## config.mk

```make
export PLATFORM = sky130hd
export DESIGN_NAME = signed_int_to_padded_decimal
export DESIGN_NICKNAME = d
export VERILOG_FILES = /design/src/rtl/core/sipd_pkg.sv /design/src/rtl/core/signed_int_to_padded_decimal.sv
export SDC_FILE = /design/constraint.sdc
export NUM_CORES = 1
export LEC_CHECK = 0
export BUFFER_PORTS_ARGS = -buffer_cell sky130_fd_sc_hd__clkbuf_2
export CORE_ASPECT_RATIO = 0.75
export CORE_MARGIN = 4
export CORE_UTILIZATION = 65
export DETAILED_ROUTE_END_ITERATION = 8
export GPL_TIMING_DRIVEN = 0
export PLACE_DENSITY = 0.92
export SETUP_SLACK_MARGIN = 0.1
export SKIP_LAST_GASP = 1
export SLEW_MARGIN = 20
export SYNTH_ARGS = -nofsm -noshare
export SYNTH_HDL_FRONTEND = slang
export SYNTH_SLANG_ARGS = --single-unit
```

## constraint.sdc

```tcl
create_clock -name clk -period 14.9 [get_ports clk]
set_input_delay 0.745 -clock clk [delete_from_list [all_inputs] [get_ports clk]]
set_output_delay 0.745 -clock clk [all_outputs]
set_load 0.02 [all_outputs]
```

## src/rtl/core/sipd_pkg.sv

```systemverilog
package sipd_pkg;

	// ASCII codes emitted by the converter
	localparam logic [6:0] CH_ZERO  = 7'h30;
	localparam logic [6:0] CH_MINUS = 7'h2D;
	localparam logic [6:0] CH_BLANK = 7'h20;

	// Configuration register indexes
	localparam logic [0:0] REG_TEXT_WIDTH = 1'b0;
	localparam logic [0:0] REG_PAD_ZERO   = 1'b1;

	// Width of the configuration write data (widest register)
	localparam int unsigned CFG_DATA_W = 7;

	// Sequencer states
	typedef enum logic [3:0] {
		S_IDLE = 4'b0001,
		S_CONV = 4'b0010,
		S_LEN  = 4'b0100,
		S_EMIT = 4'b1000
	} state_t;

endpackage

```

## src/rtl/core/signed_int_to_padded_decimal.sv

```systemverilog
// Signed integer to padded decimal ASCII text.
//
// Input channel (in_valid/in_ready, value): one signed two's complement
// number per beat. in_ready is high only while the converter is idle.
// Output channel (out_valid/out_ready, char_out, last): one ASCII character
// per beat, most significant first, with last high on the final character.
// Configuration: cfg_we writes cfg_data into register cfg_index
// (0 = text_width, 1 = pad_zero) at the clock edge; write only while idle.
//
// Steps per item: take the beat, run the shift-and-add-3 binary to BCD
// loop, size the text, then emit one character per cycle while out_ready
// is high. No new item is taken until the final character is loaded into
// the single output register; a new item is taken while that final
// character still waits in the output register.
// A stalled receiver holds the output register and the emit sequence.
// Reset (arst_n low) returns to idle, drops out_valid and clears
// text_width and pad_zero to zero.
module signed_int_to_padded_decimal
	import sipd_pkg::*;
#(
	parameter int unsigned VALUE_BITS = 32,
	parameter int unsigned MAX_CHARS  = 64
) (
	input  logic                         clk,
	input  logic                         arst_n,
	input  logic                         in_valid,
	output logic                         in_ready,
	input  logic signed [VALUE_BITS-1:0] value,
	output logic                         out_valid,
	input  logic                         out_ready,
	output logic [6:0]                   char_out,
	output logic                         last,
	input  logic                         cfg_we,
	input  logic [0:0]                   cfg_index,
	input  logic [CFG_DATA_W-1:0]        cfg_data
);

	// Decimal digits of the largest magnitude, 2^(VALUE_BITS-1)
	localparam int unsigned ND    = ((VALUE_BITS - 1) * 30103) / 100000 + 1;
	localparam int unsigned BCD_W = 4 * ND;
	localparam int unsigned DW    = $clog2(ND + 1);
	localparam int unsigned IW    = $clog2(ND);
	localparam int unsigned BW    = $clog2(VALUE_BITS);
	localparam int unsigned LW    = $clog2(MAX_CHARS + ND + 2);

	state_t                  state_q;
	logic [6:0]              text_width_q;
	logic                    pad_zero_q;
	logic                    neg_q;
	logic [VALUE_BITS-1:0]   mag_q;
	logic [BCD_W-1:0]        bcd_q;
	logic [BW-1:0]           bit_cnt_q;
	logic [IW-1:0]           dig_idx_q;
	logic [LW-1:0]           total_q;
	logic [LW-1:0]           pad_q;
	logic [LW-1:0]           k_q;
	logic                    out_valid_q;
	logic [6:0]              char_q;
	logic                    last_q;

	logic [BCD_W-1:0]        bcd_adj;
	logic [DW-1:0]           ndig_c;
	logic [6:0]              fw_clip;
	logic [LW-1:0]           fw_c;
	logic [LW-1:0]           textlen_c;
	logic [LW-1:0]           total_c;
	logic [LW-1:0]           pad_c;
	logic [LW-1:0]           neg_w;
	logic [6:0]              char_c;
	logic                    digit_c;
	logic                    last_c;
	logic                    load_out;

	assign in_ready  = (state_q == S_IDLE);
	assign out_valid = out_valid_q;
	assign char_out  = char_q;
	assign last      = last_q;

	// Add 3 to every BCD digit of 5 or more before the shift
	always_comb begin
		for (int i = 0; i < ND; i++) begin
			if (bcd_q[4*i +: 4] >= 4'd5) begin
				bcd_adj[4*i +: 4] = bcd_q[4*i +: 4] + 4'd3;
			end else begin
				bcd_adj[4*i +: 4] = bcd_q[4*i +: 4];
			end
		end
	end

	// Count significant digits (at least one for zero)
	always_comb begin
		ndig_c = DW'(1);
		for (int i = 1; i < ND; i++) begin
			if (bcd_q[4*i +: 4] != 4'd0) begin
				ndig_c = DW'(i + 1);
			end
		end
	end

	// Size the text: width clipped, total capped, pad count
	always_comb begin
		fw_clip   = (text_width_q > 7'(MAX_CHARS)) ? 7'(MAX_CHARS) : text_width_q;
		fw_c      = LW'(fw_clip);
		textlen_c = LW'(ndig_c) + LW'(neg_q);
		total_c   = (textlen_c > fw_c) ? textlen_c : fw_c;
		if (total_c > LW'(MAX_CHARS)) begin
			total_c = LW'(MAX_CHARS);
		end
		pad_c = (total_c > textlen_c) ? (total_c - textlen_c) : '0;
	end

	// Pick the character at position k_q
	always_comb begin
		neg_w   = LW'(neg_q);
		char_c  = CH_ZERO + {3'd0, bcd_q[4*dig_idx_q +: 4]};
		digit_c = 1'b0;
		if (!pad_zero_q) begin
			if (k_q < pad_q) begin
				char_c = CH_BLANK;
			end else if (neg_q && (k_q == pad_q)) begin
				char_c = CH_MINUS;
			end else begin
				digit_c = 1'b1;
			end
		end else begin
			if (neg_q && (k_q == '0)) begin
				char_c = CH_MINUS;
			end else if (k_q < (pad_q + neg_w)) begin
				char_c = CH_ZERO;
			end else begin
				digit_c = 1'b1;
			end
		end
		last_c = (k_q == (total_q - LW'(1)));
	end

	assign load_out = (state_q == S_EMIT) && (!out_valid_q || out_ready);

	// Configuration registers
	always_ff @(posedge clk or negedge arst_n) begin
		if (!arst_n) begin
			text_width_q <= '0;
			pad_zero_q   <= 1'b0;
		end else if (cfg_we) begin
			unique case (cfg_index)
				REG_TEXT_WIDTH: text_width_q <= cfg_data[6:0];
				REG_PAD_ZERO:   pad_zero_q   <= cfg_data[0];
				default:        ;
			endcase
		end
	end

	// Sequencer: take a beat, convert, size, emit
	always_ff @(posedge clk or negedge arst_n) begin
		if (!arst_n) begin
			state_q <= S_IDLE;
		end else begin
			unique case (state_q)
				S_IDLE: begin
					if (in_valid) begin
						state_q <= S_CONV;
					end
				end
				S_CONV: begin
					if (bit_cnt_q == '0) begin
						state_q <= S_LEN;
					end
				end
				S_LEN: begin
					state_q <= S_EMIT;
				end
				S_EMIT: begin
					if (load_out && last_c) begin
						state_q <= S_IDLE;
					end
				end
				default: state_q <= S_IDLE;
			endcase
		end
	end

	// Datapath registers of the conversion
	always_ff @(posedge clk) begin
		unique case (state_q)
			S_IDLE: begin
				if (in_valid) begin
					neg_q     <= value[VALUE_BITS-1];
					mag_q     <= value[VALUE_BITS-1] ? (~value + 1'b1) : value;
					bcd_q     <= '0;
					bit_cnt_q <= BW'(VALUE_BITS - 1);
				end
			end
			S_CONV: begin
				bcd_q     <= {bcd_adj[BCD_W-2:0], mag_q[VALUE_BITS-1]};
				mag_q     <= {mag_q[VALUE_BITS-2:0], 1'b0};
				bit_cnt_q <= bit_cnt_q - BW'(1);
			end
			S_LEN: begin
				total_q   <= total_c;
				pad_q     <= pad_c;
				dig_idx_q <= IW'(ndig_c - DW'(1));
				k_q       <= '0;
			end
			S_EMIT: begin
				if (load_out) begin
					k_q <= k_q + LW'(1);
					if (digit_c) begin
						dig_idx_q <= dig_idx_q - IW'(1);
					end
				end
			end
			default: ;
		endcase
	end

	// Output register: load on a free slot, hold while stalled
	always_ff @(posedge clk or negedge arst_n) begin
		if (!arst_n) begin
			out_valid_q <= 1'b0;
		end else if (load_out) begin
			out_valid_q <= 1'b1;
		end else if (out_ready) begin
			out_valid_q <= 1'b0;
		end
	end

	always_ff @(posedge clk) begin
		if (load_out) begin
			char_q <= char_c;
			last_q <= last_c;
		end
	end

endmodule

```

==> impl_metrics.toml <==
[flow_run]
maxCapViolCount = 0

[floorplan]
dieArea_um2 = 14100
start_util_pct = 67.7
rows = 34
core_um2 = 11800
die_h_um = 104
die_w_um = 136
num_io_pins = 55

[power]
p_total_uw = 1500
ir_drop_uv = 108
power_density_nw_per_um2 = 164
p_leak_uw = 0.00361

[worst_setup_path]
reg2reg_slack_ns = 9.02
cp.buffers_inverters = 2
worst_ep_arrival_time_ns = 6.06
startpoint_type = "flip-flop"
slowest_stage = "nor3b_1"
cp_slowest_stage_delay_ns = 0.53
cp_top_family = "simple AND/OR/NAND/NOR gates"
critical_path_class = "flip-flop to flip-flop"
worstPathCellList = "inv_1 > ha_1 > nor3b_1 > o211ai_1 > nand3_1 > nand2_1 > a21oi_1 > ha_1 > ha_1 > xor2_1 > inv_1 > ha_1 > and3_1 > nand3_1 > nand3_1 > mux2i_1 > ha_1 > nor2b_1 > o21a_1 > o21ai_0 > nand2b_1 > a21oi_1 > mux2_2"
cp_common_cell = "ha_1"
setup.worst_path.end_class = "flip-flop"
crit_required_ns = 15.08
cp_max_fo = 7

[timing]
timing.final.setup_violations = 0
fin_tns_setup_ns = 0
fin_skew_ns = 0.00952
relSlewSlack_pct = 41.5
drv_slew = 0
period_share_pct = 39.4
hold_viol_final = 0
rsz0062_at_grt = "no"
fmaxAchievable_ghz = 0.170
period_needed_ns = 5.88
tightest_slew_ns = 0.865

[global_route]
grtUsageTotal_pct = 28.1
grt_pass1_vias = 6334
grt_start_max_net_pins = 56
antenna_found_initial = 0
grt_pass1_wl_mm = 31.2
grt-ovfl-total = 0

[status]
status = "finished clean"

[yosys]
avgSynthCellArea_um2 = 10.1
synth-simple-area-share_pct = 17.7
ys_warn_count = 0
synthCells = 791
synth_area_leaders = "edfxtp_1 41%, ha_1 8.3%, xor2_1 4.6%"
synthDominantCellAreaShare_pct = 41.0
synthMuxAreaShare_pct = 5.62
synth_edf_count = 109
synth_xor_area_share_pct = 7.75
synth_ff_type = "edfxtp_1"
synth_top_area_cell = "edfxtp_1"
synthAdderAreaFrac_pct = 8.57
ys_seq_area_share_pct = 45.1
synth_compound_area_share_pct = 11.5
synth.distinct_cells = 56
synth_top_family_by_area = "simple AND/OR/NAND/NOR gates"
async_reset_ff_share_pct = 10.7
syn_area_um2 = 7970
ys_ff_latch = 122

[routing]
avgViaCountPerCell = 6.15
drt-pass1-iter-count = 5
vias = 6414
drt_iter0_markers = 780
postRouteAntennaNets = 0
wirelength_mm = 19.3
wl_per_cell_um = 18.5
drc = 0

[worst_hold_path]
holdCritPathClass = "input port to async pin"

[clock_tree]
postCtsSetupBuffers = 0
cts-root-buf = "clkbuf_16"
path_clk_slew_ns = 0.06
cts_tree = "done"
ctsResizeCount = 0
cts_hold_buf = 0
cts_buffers = 17
cts.sinks = 122
cts_buffer_depth = 2
cts-htree-levels = 4
clk_latency_ns = 0.43

[place]
dp_hpwl_mm = 13.2
gp_congestion = 0.895
port_buffers = 52

[final_layout]
regArea_um2 = 3600
nNetsFinal = 967
drive_gt1_share_pct = 14.8
nFillCells = 707
multiInputGateArea_um2 = 4120
antennaDiodeCount = 0
synthToLayoutAreaGrowth_pct = 14.3
cell usage after synthesis, drive strengths merged (3+ instances only):
cell	n
and2	4
o21a	4
nor2	82
nor3b	9
and3	6
edfxtp	109
dfrtp	12
inv	49
o21ai	57
a211oi	5
or2	3
clkbuf	21
a31oi	5
xnor2	26
o41ai	5
nor2b	19
ha	53
mux2	14
o31ai	14
a21o	3
mux4	8
nand3b	4
mux2i	11
buf	4
nor4b	4
nor3	18
nand2	84
nand2b	15
nand4	6
nand3	14
a21oi	47
xor2	42
nor4	3
o21bai	6
or3	4
kinds of logic after synthesis:
| group | Yosys count |
|---|---|
| AND/OR/NAND/NOR | 284 |
| AO/OA/AOI/OAI | 153 |
| flip-flops | 122 |
| buffers and inverters | 74 |
| XOR/XNOR | 69 |
| adder cells (fa/ha/maj) | 54 |
| multiplexers | 33 |
| other | 2 |
flip-flops by register name (all words and copies together) (netlist names), 5 cells and up:
signal and cells:
bit_cnt_q 5, bcd_q 40, k_q 7, text_width_q 7, pad_q 7, total_q 7
mag_q 32, char_out 5
through the flow:
| step | instances | setup slack (ns) | utilization, % | cell area (um2) | hold slack [ns] |
|---|---|---|---|---|---|
| after floorplan | 793 | 10.13 | - | 7980 | 0.449 |
| after global placement | 1007 | 9.51 | 71.7 | 8440 | 0.471 |
| after detailed placement | 1011 | 9.34 | 72.2 | 8510 | 0.481 |
| after CTS | 1043 | 9.22 | 77.3 | 9110 | 0.214 |
| after global routing | 1043 | 8.76 | 77.4 | 9120 | 0.236 |
| final | 1043 | 9.02 | 77.4 | 9120 | 0.210 |
metal layers:
metal	vias to the layer above	track usage, %	share of wire (%)
li1	2973	-	-
met1	3037	38.4	41
met2	345	43.6	46
met3	59	6.87	10
met4	0	10.8	2.7
met5	-	0	0
path summary, 6_finish.rpt:
path	cells after the start	from	to
worst max register to register	23	bcd_q[20]	pad_q[5]
worst min register to register	1	text_width_q[0]	text_width_q[0]
min in group clk	1	text_width_q[0]	text_width_q[0]
max in group asynchronous	1	arst_n	state_q[0]
worst max-delay path	23	bcd_q[20]	pad_q[5]
worst min-delay path	1	arst_n	out_valid
cells in the final DEF, fill, tap and decap left out, types with 5 or more instances in the layout:
cell       instances
edfxtp_1         109
nand2_1           83
nor2_1            82
ha_1              53
o21ai_0           52
clkbuf_2          52
inv_1             49
a21oi_1           47
xor2_1            42
xnor2_1           26
clkbuf_1          22
nor2b_1           19
nor3_1            18
clkbuf_16         17
nand2b_1          15
nand3_1           14
mux2_2            14
o31ai_1           12
dfrtp_1           12
mux2i_1           11
nor3b_1            9
mux4_2             8
o21bai_1           6
and3_1             6
a31oi_1            5
nand4_1            5
o21ai_1            5
a211oi_1           5
cell type report:
cell class / count / share of cell area, %
sequential: 122 / 39.5
buffer: 25 / 1.13
tap: 162 / 2.22
clock inverter: 14 / 1.88
inverter: 49 / 2.02
clock buffer: 18 / 4.71
timing repair buffer: 56 / 3.35
multi-input combinational: 597 / 45.2
where the power goes:
group          leakage [uW]  internal [uW]  switching (uW)  total [uW]
clock              0.000288            263             161         425
combinational       0.00215            186             294         480
sequential          0.00117            511            82.8         594
(Power assumes the default switching activity.)
